<file path="src/at_event_hex_payload_extractor_core_macros.svh">
// Assertion helpers shared by the RTL modules.
// Both expect signals named clk and arst_n in the enclosing module.
`ifndef AT_EVENT_HEX_PAYLOAD_EXTRACTOR_CORE_MACROS_SVH
`define AT_EVENT_HEX_PAYLOAD_EXTRACTOR_CORE_MACROS_SVH

// Property checked at every clock edge outside reset
`define AHPE_ASSERT(label, prop, msg) \
	label: assert property (@(posedge clk) disable iff (!arst_n) (prop)) \
		else $error(msg);

// Antecedent this cycle implies consequent next cycle
`define AHPE_ASSERT_NEXT(label, ante, cons, msg) \
	label: assert property (@(posedge clk) disable iff (!arst_n) (ante) |=> (cons)) \
		else $error(msg);

`endif

</file>
<file path="src/ahpe_pkg.sv">
package ahpe_pkg;

	// Characters with a special meaning on the modem link
	localparam logic [7:0] CHAR_NL    = 8'h0A;
	localparam logic [7:0] CHAR_CR    = 8'h0D;
	localparam logic [7:0] CHAR_COLON = 8'h3A;

	// Receive-event tag "+EVT:RXP2P"
	localparam int TAG_LEN = 10;
	localparam int TAG_PW  = 4;
	typedef logic [TAG_PW-1:0] tag_prog_t;

	typedef enum logic [1:0] {
		ST_IDLE,   // taking characters
		ST_HELD,   // storing the character that followed a held CR
		ST_RD,     // reading one nibble pair from the line store
		ST_LD      // moving the pair into the output register
	} state_t;

	// Controller -> datapath
	typedef struct packed {
		logic take_char;   // accepted non-newline character
		logic store_held;  // second store of a two-store character
		logic end_line;    // accepted newline
		logic rd_en;       // read the next nibble pair
		logic ld_out;      // load output register
	} dp_cmd_t;

	// Datapath -> controller
	typedef struct packed {
		logic enabled;
		logic is_nl;
		logic need_held;
		logic emit_go;
		logic rd_last;
		logic out_free;
	} dp_sts_t;

	function automatic logic [7:0] tag_char(input tag_prog_t idx);
		logic [7:0] ch;
		unique case (idx)
			4'd0:    ch = 8'h2B;  // +
			4'd1:    ch = 8'h45;  // E
			4'd2:    ch = 8'h56;  // V
			4'd3:    ch = 8'h54;  // T
			4'd4:    ch = 8'h3A;  // :
			4'd5:    ch = 8'h52;  // R
			4'd6:    ch = 8'h58;  // X
			4'd7:    ch = 8'h50;  // P
			4'd8:    ch = 8'h32;  // 2
			4'd9:    ch = 8'h50;  // P
			default: ch = 8'h00;
		endcase
		return ch;
	endfunction

	// Hex digit value, anything else reads as zero
	function automatic logic [3:0] hex_value(input logic [7:0] c);
		logic [3:0] v;
		v = 4'd0;
		if (c >= 8'h30 && c <= 8'h39) begin
			v = c[3:0];
		end else if ((c >= 8'h61 && c <= 8'h66) || (c >= 8'h41 && c <= 8'h46)) begin
			v = c[3:0] + 4'd9;
		end
		return v;
	endfunction

endpackage

</file>
<file path="src/ahpe_ctrl.sv">
module ahpe_ctrl (
	input  logic              clk,
	input  logic              arst_n,
	input  logic              in_valid,
	output logic              in_ready,
	input  ahpe_pkg::dp_sts_t sts,
	output ahpe_pkg::dp_cmd_t cmd
);

`include "at_event_hex_payload_extractor_core_macros.svh"

	ahpe_pkg::state_t state_q;
	ahpe_pkg::state_t state_d;

	always_ff @(posedge clk or negedge arst_n) begin
		if (!arst_n) begin
			state_q <= ahpe_pkg::ST_IDLE;
		end else begin
			state_q <= state_d;
		end
	end

	// Next state
	always_comb begin
		state_d = state_q;
		unique case (state_q)
			ahpe_pkg::ST_IDLE: begin
				if (in_valid && sts.enabled) begin
					if (sts.is_nl) begin
						if (sts.emit_go) state_d = ahpe_pkg::ST_RD;
					end else if (sts.need_held) begin
						state_d = ahpe_pkg::ST_HELD;
					end
				end
			end
			ahpe_pkg::ST_HELD: state_d = ahpe_pkg::ST_IDLE;
			ahpe_pkg::ST_RD:   state_d = ahpe_pkg::ST_LD;
			ahpe_pkg::ST_LD: begin
				if (sts.out_free) begin
					state_d = sts.rd_last ? ahpe_pkg::ST_IDLE : ahpe_pkg::ST_RD;
				end
			end
			default: state_d = ahpe_pkg::ST_IDLE;
		endcase
	end

	// Outputs
	always_comb begin
		cmd      = '0;
		in_ready = 1'b0;
		unique case (state_q)
			ahpe_pkg::ST_IDLE: begin
				in_ready = 1'b1;
				if (in_valid && sts.enabled) begin
					if (sts.is_nl) cmd.end_line = 1'b1;
					else           cmd.take_char = 1'b1;
				end
			end
			ahpe_pkg::ST_HELD: cmd.store_held = 1'b1;
			ahpe_pkg::ST_RD:   cmd.rd_en = 1'b1;
			ahpe_pkg::ST_LD:   cmd.ld_out = sts.out_free;
			default: ;
		endcase
	end

	`AHPE_ASSERT(a_load_needs_room, cmd.ld_out |-> sts.out_free, "output overwritten")
	`AHPE_ASSERT_NEXT(a_held_one_cycle, state_q == ahpe_pkg::ST_HELD, in_ready, "held store stuck")

endmodule

</file>
<file path="src/ahpe_dp.sv">
module ahpe_dp #(
	parameter int LINE_MAX = 128
) (
	input  logic              clk,
	input  logic              arst_n,
	input  logic              cfg_we,
	input  logic              cfg_wdata,
	input  logic [7:0]        rx_byte,
	input  logic              out_ready,
	output logic              out_valid,
	output logic [7:0]        payload_byte,
	output logic              last_in_frame,
	output logic              inline_format,
	input  ahpe_pkg::dp_cmd_t cmd,
	output ahpe_pkg::dp_sts_t sts
);

`include "at_event_hex_payload_extractor_core_macros.svh"

	localparam int AW = $clog2(LINE_MAX);
	localparam int LW = $clog2(LINE_MAX + 1);

	logic [3:0] nib_mem [LINE_MAX];

	logic                en_q;
	logic [LW-1:0]       len_q;
	logic [AW-1:0]       colon_q;
	logic                colon_seen_q;
	ahpe_pkg::tag_prog_t prog_q;
	logic                tag_found_q;
	logic                expect_q;
	logic                cr_q;
	logic                ovf_q;
	logic [7:0]          held_q;
	logic [LW-1:0]       ptr_q;
	logic [LW-1:0]       end_q;
	logic                inl_q;
	logic                rd_last_q;
	logic [3:0]          hi_q;
	logic [3:0]          lo_q;
	logic                out_valid_q;
	logic [7:0]          out_byte_q;
	logic                out_last_q;
	logic                out_inl_q;

	// Store path: one write to the line store per cycle
	logic          st_en;
	logic [7:0]    st_char;
	logic          st_full;
	logic [LW-1:0] len_inc;

	assign st_en   = (cmd.take_char && (cr_q || rx_byte != ahpe_pkg::CHAR_CR)) || cmd.store_held;
	assign st_char = cmd.store_held ? held_q : (cr_q ? ahpe_pkg::CHAR_CR : rx_byte);
	assign st_full = len_q >= LW'(LINE_MAX);
	assign len_inc = len_q + LW'(1);

	// Tag search
	ahpe_pkg::tag_prog_t prog_inc;
	logic                tag_hit;

	always_comb begin
		if (prog_q < ahpe_pkg::TAG_PW'(ahpe_pkg::TAG_LEN) &&
				rx_byte == ahpe_pkg::tag_char(prog_q)) begin
			prog_inc = prog_q + ahpe_pkg::TAG_PW'(1);
		end else if (rx_byte == ahpe_pkg::tag_char('0)) begin
			prog_inc = ahpe_pkg::TAG_PW'(1);
		end else begin
			prog_inc = '0;
		end
	end
	assign tag_hit = prog_inc >= ahpe_pkg::TAG_PW'(ahpe_pkg::TAG_LEN);

	// End-of-line decision
	logic [LW-1:0] cp1;
	logic [LW-1:0] inl_len;
	logic          inline_ok;
	logic          expect_nx;
	logic          emit_go;
	logic [LW-1:0] first;
	logic          inl_nx;

	assign cp1       = LW'(colon_q) + LW'(1);
	assign inline_ok = colon_seen_q && (cp1 < len_q);
	assign inl_len   = len_q - cp1;

	always_comb begin
		expect_nx = expect_q;
		emit_go   = 1'b0;
		first     = '0;
		inl_nx    = 1'b0;
		if (!ovf_q) begin
			if (tag_found_q) begin
				expect_nx = 1'b1;
				if (inline_ok && !inl_len[0]) begin
					// first pair of inline text is dropped
					expect_nx = 1'b0;
					emit_go   = inl_len >= LW'(4);
					first     = cp1 + LW'(2);
					inl_nx    = 1'b1;
				end
			end else if (expect_q && len_q != '0) begin
				expect_nx = 1'b0;
				emit_go   = !len_q[0];
			end
		end
	end

	// Control registers
	always_ff @(posedge clk or negedge arst_n) begin
		if (!arst_n) begin
			en_q         <= 1'b0;
			len_q        <= '0;
			colon_q      <= '0;
			colon_seen_q <= 1'b0;
			prog_q       <= '0;
			tag_found_q  <= 1'b0;
			expect_q     <= 1'b0;
			cr_q         <= 1'b0;
			ovf_q        <= 1'b0;
			ptr_q        <= '0;
			end_q        <= '0;
			inl_q        <= 1'b0;
			rd_last_q    <= 1'b0;
			out_valid_q  <= 1'b0;
		end else begin
			if (cfg_we) en_q <= cfg_wdata;

			if (cmd.take_char) begin
				cr_q <= (rx_byte == ahpe_pkg::CHAR_CR);
				if (tag_hit) begin
					tag_found_q <= 1'b1;
					prog_q      <= '0;
				end else begin
					prog_q <= prog_inc;
				end
			end

			if (st_en) begin
				if (st_full) begin
					ovf_q <= 1'b1;
				end else begin
					if (st_char == ahpe_pkg::CHAR_COLON) begin
						colon_q      <= len_q[AW-1:0];
						colon_seen_q <= 1'b1;
					end
					len_q <= len_inc;
				end
			end

			if (cmd.end_line) begin
				expect_q     <= expect_nx;
				len_q        <= '0;
				colon_q      <= '0;
				colon_seen_q <= 1'b0;
				prog_q       <= '0;
				tag_found_q  <= 1'b0;
				cr_q         <= 1'b0;
				ovf_q        <= 1'b0;
				if (emit_go) begin
					ptr_q <= first;
					end_q <= len_q;
					inl_q <= inl_nx;
				end
			end

			if (cmd.rd_en) begin
				ptr_q     <= ptr_q + LW'(2);
				rd_last_q <= (ptr_q + LW'(2)) == end_q;
			end

			if (cmd.ld_out)     out_valid_q <= 1'b1;
			else if (out_ready) out_valid_q <= 1'b0;
		end
	end

	// Character held while the pending CR is stored
	always_ff @(posedge clk) begin
		if (cmd.take_char) held_q <= rx_byte;
	end

	// Line store: one write port, two registered read ports
	logic [LW-1:0] ptr_p1;
	assign ptr_p1 = ptr_q + LW'(1);

	always_ff @(posedge clk) begin
		if (st_en && !st_full) nib_mem[len_q[AW-1:0]] <= ahpe_pkg::hex_value(st_char);
		if (cmd.rd_en) begin
			hi_q <= nib_mem[ptr_q[AW-1:0]];
			lo_q <= nib_mem[ptr_p1[AW-1:0]];
		end
	end

	// Output register
	always_ff @(posedge clk) begin
		if (cmd.ld_out) begin
			out_byte_q <= {hi_q, lo_q};
			out_last_q <= rd_last_q;
			out_inl_q  <= inl_q;
		end
	end

	assign out_valid     = out_valid_q;
	assign payload_byte  = out_byte_q;
	assign last_in_frame = out_last_q;
	assign inline_format = out_inl_q;

	assign sts.enabled   = en_q;
	assign sts.is_nl     = rx_byte == ahpe_pkg::CHAR_NL;
	assign sts.need_held = cr_q && rx_byte != ahpe_pkg::CHAR_CR;
	assign sts.emit_go   = emit_go;
	assign sts.rd_last   = rd_last_q;
	assign sts.out_free  = !out_valid_q || out_ready;

	`AHPE_ASSERT(a_len_bound, len_q <= LW'(LINE_MAX), "line length past store")
	`AHPE_ASSERT(a_colon_inside, colon_seen_q |-> (LW'(colon_q) < len_q), "colon past line end")
	`AHPE_ASSERT(a_rd_in_line, cmd.rd_en |-> ((ptr_q + LW'(1)) < end_q), "pair read past line end")

endmodule

</file>
<file path="src/at_event_hex_payload_extractor_core.sv">
// Channel   | Handshake               | Payload
// ----------+-------------------------+----------------------------------------------
// config    | cfg_we                  | cfg_wdata (receive_enable)
// input     | in_valid / in_ready     | rx_byte
// output    | out_valid / out_ready   | payload_byte, last_in_frame, inline_format
//
// An ordinary character is stored as it arrives; a character that follows a held CR
// needs a second store step, since the line store has a single write port.
// A newline ends the line; each emitted byte then takes a registered read of a
// nibble pair, then the output register; out_ready low stretches the load step.
// Reset clears all control state; the line store itself is not cleared.
// in_ready is high whenever the controller is idle, even while a result waits.
module at_event_hex_payload_extractor_core #(
	parameter int LINE_MAX = 128
) (
	input  logic       clk,
	input  logic       arst_n,
	input  logic       cfg_we,
	input  logic       cfg_wdata,
	input  logic       in_valid,
	output logic       in_ready,
	input  logic [7:0] rx_byte,
	output logic       out_valid,
	input  logic       out_ready,
	output logic [7:0] payload_byte,
	output logic       last_in_frame,
	output logic       inline_format
);

	ahpe_pkg::dp_cmd_t cmd;
	ahpe_pkg::dp_sts_t sts;

	ahpe_ctrl u_ctrl (
		.clk      (clk),
		.arst_n   (arst_n),
		.in_valid (in_valid),
		.in_ready (in_ready),
		.sts      (sts),
		.cmd      (cmd)
	);

	ahpe_dp #(
		.LINE_MAX (LINE_MAX)
	) u_dp (
		.clk           (clk),
		.arst_n        (arst_n),
		.cfg_we        (cfg_we),
		.cfg_wdata     (cfg_wdata),
		.rx_byte       (rx_byte),
		.out_ready     (out_ready),
		.out_valid     (out_valid),
		.payload_byte  (payload_byte),
		.last_in_frame (last_in_frame),
		.inline_format (inline_format),
		.cmd           (cmd),
		.sts           (sts)
	);

endmodule
</file>
<file path="config.mk">
export PLATFORM = sky130hd
export DESIGN_NAME = at_event_hex_payload_extractor_core
export DESIGN_NICKNAME = d
export VERILOG_FILES = /design/src/ahpe_pkg.sv /design/src/ahpe_ctrl.sv /design/src/ahpe_dp.sv /design/src/at_event_hex_payload_extractor_core.sv
export VERILOG_INCLUDE_DIRS = /design/src /design/src/src
export SDC_FILE = /design/constraint.sdc
export NUM_CORES = 1
export LEC_CHECK = 0
export ABC_CLOCK_PERIOD_IN_PS = 8800
export BUFFER_PORTS_ARGS = -buffer_cell sky130_fd_sc_hd__buf_2
export CORE_UTILIZATION = 50
export CTS_BUF_LIST = sky130_fd_sc_hd__clkbuf_16
export DETAILED_ROUTE_END_ITERATION = 8
export HOLD_SLACK_MARGIN = 0.06
export PLACE_DENSITY = 0.64
export RECOVER_POWER = 50
export SETUP_SLACK_MARGIN = 0.05
export SKIP_CTS_REPAIR_TIMING = 1
export SYNTH_ARGS = -nofsm -noshare
export SYNTH_HDL_FRONTEND = slang
export SYNTH_SLANG_ARGS = --single-unit
</file>
<file path="constraint.sdc">
create_clock -name clk -period 8.8 [get_ports clk]
set_input_delay 0.44 -clock clk [delete_from_list [all_inputs] [get_ports clk]]
set_output_delay 0.44 -clock clk [all_outputs]
set_load 0.005 [all_outputs]
</file>
# Word level (Yosys, flattened, before mapping)
# Memory sizes are Yosys's and may differ from the RTL's. A register that Yosys moved wholly into a read port is not among the register bits.
# Index checks and enable logic that the tools add are counted.
dict set report totals {
  register_bits 64
  ram_bits 512
  romBits 112
  inputBits 14
  wordCells 160
  mem_count 2
}
dict set report op_classes {
  add_sub_neg 8
  magnitude_cmp 11
  eq_ne 15
  mux 66
  bitwise 1
  reduce_logical 38
}
# memory depth width read_ports rd_ports_with_merged_regs wr line
set memory_table {}
lappend memory_table {u_dp.nib_mem 128 4 2 2 1 ahpe_dp.sv:23} ;# logic [3:0] nib_mem [LINE_MAX];
lappend memory_table {{(no name shown)} 16 7 1 0 0 ahpe_pkg.sv:41} ;# unique case (idx)
# cell count
set ops {}
lappend ops {{$mux 8} 11}
lappend ops {{$mux 1} 37}
lappend ops {{$mux 4} 7}
lappend ops {{$mux 7} 4}
lappend ops {{$reduce_bool 2->1} 9}
lappend ops {{$add 8x2->8 const B} 2}
lappend ops {{$eq 8x4->1 const B} 2}
lappend ops {{$eq 8x6->1 const B} 2}
lappend ops {{$eq 8x8->1} 2}
lappend ops {{$ge 8x7->1 const B} 2}
lappend ops {{$le 8x7->1 const B} 2}
lappend ops {{$mux 2} 6}
lappend ops {{$logic_and 1x1->1} 11}
lappend ops {{$reduce_and 2->1} 5}
lappend ops {{$add 7x1->8 const B} 1}
lappend ops {{$add 8x1->8 const B} 1}
lappend ops {{$ge 8x3->1 const B} 1}
lappend ops {{$ge 8x6->1 const B} 1}
lappend ops {{$ge 8x8->1 const B} 1}
lappend ops {{$le 8x6->1 const B} 1}
lappend ops {{$lt 8x8->1} 1}
lappend ops {{$ne 8x4->1 const B} 1}
lappend ops {{$pmux 2 s4} 1}
lappend ops {{$reduce_bool 8->1} 1}
lappend ops {{other kinds (18)} 27}

# Depth between registers and ports, before layout
dict set report logic_depth {
  word_depth 11
  mapped_depth 13
  mapped_depth_nobuf 12
}

# Modules after synthesis
# From an unflattened synthesis, not the netlist that was laid out.
dict set report unflattened {
  hier_cells 1707
  area_unflattened_um2 28598.7
}
# module instances cells_per_inst area_per_inst_um2 seq_area_each_um2
set by_module_without_submodules {}
lappend by_module_without_submodules {ahpe_dp 1 1691 28444.8 17256.6}
lappend by_module_without_submodules {ahpe_ctrl 1 16 153.9 50.0}

# Least setup slack after synthesis
# OpenSTA, ideal clock, no wires.
dict set report synth_timing {
  path_kind {register to register}
  start {reg u_ctrl.state_q[1]}
  end {mem u_dp.nib_mem[0][0] (data pin)}
  arrival_ns 5.549
  required_ns 7.881
  path_slack_ns 2.332
  stages_incl_launch_ff 10
  cell_sequence {dfrtp_1 clkbuf_1 nand2b_1 buf_2 mux2i_1 ha_1 inv_1 a21oi_1 o221ai_1 mux2i_1}
}
dict set report synth_via {
  elab_chain_len 9
  word_cells_on_any_way 17
  classes_between {1 x add/sub; 6 x order compare; 1 x eq/ne; 5 x mux; 4 x reduce/logical}
}
# element line
set synth_rtl {}
lappend synth_rtl {{from (decl)} ahpe_ctrl.sv:12} ;# ahpe_pkg::state_t state_q;
lappend synth_rtl {{from (signal assigned)} ahpe_ctrl.sv:17} ;# state_q <= ahpe_pkg::ST_IDLE;
lappend synth_rtl {{from (signal assigned)} ahpe_ctrl.sv:19} ;# state_q <= state_d;
lappend synth_rtl {{$eq 2x1->1 (*)} ahpe_ctrl.sv:51} ;# unique case (state_q)
lappend synth_rtl {{$mux 1 (*)} ahpe_ctrl.sv:51}
lappend synth_rtl {{$mux 8 (*)} ahpe_dp.sv:53} ;# assign st_char = cmd.store_held ? held_q : (cr_q ? ahpe_pkg::CHAR_CR : rx_byte);
lappend synth_rtl {{$ge 8x7->1 or $le 8x7->1 (tied branches)} ahpe_pkg.sv:63} ;# end else if ((c >= 8'h61 && c <= 8'h66) || (c >= 8'h41 && c <= 8'h46)) begin
lappend synth_rtl {{$logic_and 1x1->1} ahpe_pkg.sv:63}
lappend synth_rtl {{$logic_or 1x1->1} ahpe_pkg.sv:63}
lappend synth_rtl {{$mux 4} ahpe_pkg.sv:63}
lappend synth_rtl {{$mux 4 (*)} ahpe_pkg.sv:61} ;# if (c >= 8'h30 && c <= 8'h39) begin
lappend synth_rtl {{$mux 4 (*)} ahpe_dp.sv:186} ;# if (st_en && !st_full) nib_mem[len_q[AW-1:0]] <= ahpe_pkg::hex_value(st_char);
lappend synth_rtl {{to (decl)} ahpe_dp.sv:23}
# Every way passes the cells marked *; elsewhere a longest branch is shown, timed or not. The select of a mux whose other input is x is not followed.

# Worst setup path in the final report
dict set report layout_timing {
  start {reg u_ctrl.state_q[1]}
  end {mem u_dp.nib_mem[17][3] (data pin)}
}
# Same word-level chain as after synthesis.

==> impl_metrics.py <==
metrics = {
    "timing": {
        "setup_ws_ns": 2.17,
        "period_minus_slack_ns": 6.63,
        "rsz0062_at_grt": "no",
        "tightest_slew_ns": 3.97,
        "slew_violations": 327,
        "fmax_ghz": 0.151,
        "max_slew_margin_pct": -164,
        "fin_crit_sh_pct": 75.4,
        "setup_violations": 0,
        "fin_hold_ws_ns": 0.136,
        "clock_skew_ns": 0.0271,
        "fin_tns_setup_ns": 0,
        "hold_viol": 0,
    },
    "grt": {
        "grt_max_degree": 117,
        "grt_pass1_vias": 16499,
        "grt_use_total_pct": 25.8,
        "grt_overflow": 0,
        "grt_antenna_before_repair": 4,
        "grt_pass1_wl_microns": 110000,
    },
    "setup_path": {
        "start_kind": "flip-flop",
        "critical_path_class": "flip-flop to flip-flop",
        "reg2regPathDepth": 9,
        "critPathRequiredTime_ns": 9.04,
        "r2r_end": "u_dp.nib_mem[17][3]",
        "cp_max_fo": 66,
        "critPathCaptureType": "flip-flop",
        "rrSetupSlack_ns": 2.17,
        "arrival_ns": 6.87,
        "r2r_start": "u_ctrl.state_q[1]",
    },
    "drt": {
        "drc": 0,
        "drt-total-wl_microns": 74200,
        "drt-initial-drc-count": 1764,
        "vias": 16628,
        "ant_nets": 0,
        "first_pass_iters": 5,
        "via_per_inst": 6.75,
        "wl_per_cell_microns": 30.1,
    },
    "power": {
        "peakVddDrop_mv": 0.151,
        "p_leak_uw": 0.0102,
        "switching_share_pct": 24.2,
        "intPower_uw": 4520,
        "p_per_area_nw_per_um2": 190,
        "clkPwrFrac_pct": 41.4,
        "combPwrFrac_pct": 6.3,
        "power_frac_seq_pct": 52.4,
        "p_sw_uw": 1440,
    },
    "run_status": {
        "outcome": "finished, violations left",
        "violations": "capacitance limit, slew limit",
    },
    "cells_and_area": {
        "final_util_pct": 55.5,
        "diodes": 0,
        "layout-drive-gt1-share_pct": 26.6,
        "fillers": 4380,
        "num-nets-final": 1690,
        "final_area_sq_um": 31400,
        "area_growth_pct": 9.47,
        "final_cell_mix": "538 x edfxtp_1, 297 x mux4_2, 179 x nor2_1, 63 x clkbuf_16, 60 x nand2_1",
        "layout_commonest_cell": "edfxtp_1",
    },
    "hold_path": {
        "hold_depth": 3,
        "min_to": "u_dp.out_valid",
        "hold_path_class": "input pin to flip-flop",
        "worstHoldStart": "out_ready",
    },
    "synth": {
        "syn_area_per_cell_sq_um": 17.3,
        "async_flop_share_pct": 7.88,
        "syn_nets": 1689,
        "netlist_top_cells_area": "edfxtp_1 56%, mux4_2 23%, dfrtp_1 4.0%, nor2_1 2.3%, mux2i_1 1.9%",
        "syn_inst": 1655,
        "netlist_area_sq_um": 28700,
        "yosys.area.top_type_share_pct": 56.3,
        "yosys_most_used_dff": "edfxtp_1",
        "ys_seq_elements": 584,
        "ys_warn_count": 0,
        "ys_seq_area_share_pct": 60.3,
        "synth-edff-count": 538,
        "yosys.area.top_type": "edfxtp_1",
        "ys_types": 78,
    },
    "floorplanning": {
        "die_h_microns": 242,
        "die_w_microns": 242,
        "rows": 87,
        "start_util_pct": 50.7,
        "die_area_sq_um": 58400,
        "core-area_sq_um": 56600,
        "ioPinCount": 26,
    },
    "place": {
        "place_area_sq_um": 29500,
        "hpwl_microns": 47900,
        "portBuffers": 25,
        "place.gp.congestion": 0.880,
        "preCtsSetupSlack_ns": 3.66,
    },
    "clock_tree": {
        "clk_pin_slew_worst_paths_ns": 0.06,
        "cts_made_buffers": 61,
        "htreeDepth": 2,
        "clock-sinks": 584,
        "clkLatencyLatePin_ns": 0.64,
        "ctsLongestPathBuffers": 3,
        "cts_tree": "built",
        "cts_root_buf": "clkbuf_16",
    },
    "job": {
        "cap_viol_max_count": 8,
    },
}
## layout make-up
class	count	area, sq um	share of cell area [%]
timing repair buffer	55	357	1.13
inverter	15	56.3	0.179
tap	756	946	3.01
multi-input combinational	939	10800	34.5
clock inverter	53	345	1.10
sequential	584	17300	55.1
clock buffer	63	1580	5.02
## power groups by stage
stage / Sequential, uW / Combinational [uW] / Clock, uW
floorplan: 3120 / 257 / 0
global placement: 3180 / 370 / 0
detailed placement: 3180 / 372 / 0
CTS: 3120 / 373 / 2500
global route: 3130 / 398 / 2600
finish: 3120 / 373 / 2470
## logic make-up after synthesis
| logic type | count (synthesis) | share of synthesized area [%] |
|---|---|---|
| adder cells (fa/ha/maj) | 20 | 0.872 |
| flip-flops | 584 | 60.3 |
| XOR/XNOR | 39 | 1.30 |
| multiplexers | 371 | 26.2 |
| AO/OA/AOI/OAI | 149 | 3.44 |
| AND/OR/NAND/NOR | 360 | 5.80 |
| buffers and inverters | 132 | 2.10 |
## Yosys cell counts, drive strengths merged (3+ instances only)
cell type	count
edfxtp	538
mux4	299
nor2	179
buf	66
nand2	60
mux2i	55
clkbuf	51
dfrtp	46
o21ai	43
nand3	37
a21oi	28
xnor2	22
ha	20
mux2	17
xor2	16
nand4	15
o22ai	15
inv	14
nor2b	13
nor3	10
a31oi	8
and3	8
a211oi	6
a41oi	6
nand2b	6
o221ai	6
or3	6
a21o	5
nand3b	5
o31ai	5
o211ai	4
a32o	3
nor3b	3
nor4	3
o21a	3
or2	3
or3b	3
## stage by stage
step / power [uW] / std cells
after CTS: 5990 / 2459
after detailed placement: 3550 / 2343
after floorplan: 3370 / 1655
final: 5960 / 2465
after global placement: 3550 / 2343
after global routing: 6120 / 2465
## critical path: stages (launching register included)
cell and delay (ns):
dfrtp_1 0.48, nand2b_1 0.45, mux2i_1 0.62, ha_1 0.30, inv_1 0.06, a21oi_1 0.12, o221ai_1 0.35, o22ai_4 0.22
clkbuf_1 2.28, clkbuf_2 1.28
## registers in the layout (all words and copies together), names as in the netlist, 2 cells and up
register and cells:
u_dp.prog_q 4, u_dp.payload_byte 8, u_ctrl.state_q 2, u_dp.held_q 8, u_dp.hi_q 4, u_dp.end_q 8, u_dp.colon_q 7, u_dp.nib_mem 512
u_dp.len_q 8, u_dp.ptr_q 8, u_dp.lo_q 4
## how the worst max path moves through the flow
stage,slack (ns),startpoint,depth (start not counted),endpoint
3_3_place_gp,3.90,u_ctrl.state_q[1],6,u_dp.nib_mem[127][0]
5_1_grt,1.72,u_ctrl.state_q[1],9,u_dp.nib_mem[100][3]
4_1_cts,3.66,u_ctrl.state_q[0],6,u_dp.nib_mem[119][1]
2_1_floorplan,2.33,u_ctrl.state_q[1],9,u_dp.nib_mem[0][0]
3_5_place_dp,3.66,u_ctrl.state_q[0],6,u_dp.nib_mem[119][1]
6_report,2.17,u_ctrl.state_q[1],9,u_dp.nib_mem[17][3]
## per-layer routing
metal  global-route usage (%)  part of all wire [%]
met5                        0                 0.046
met4                     8.17                   3.0
met3                     5.84                   9.7
met2                     40.5                    47
met1                     36.1                    40
Note: power is estimated with default switching activity, not from simulation.
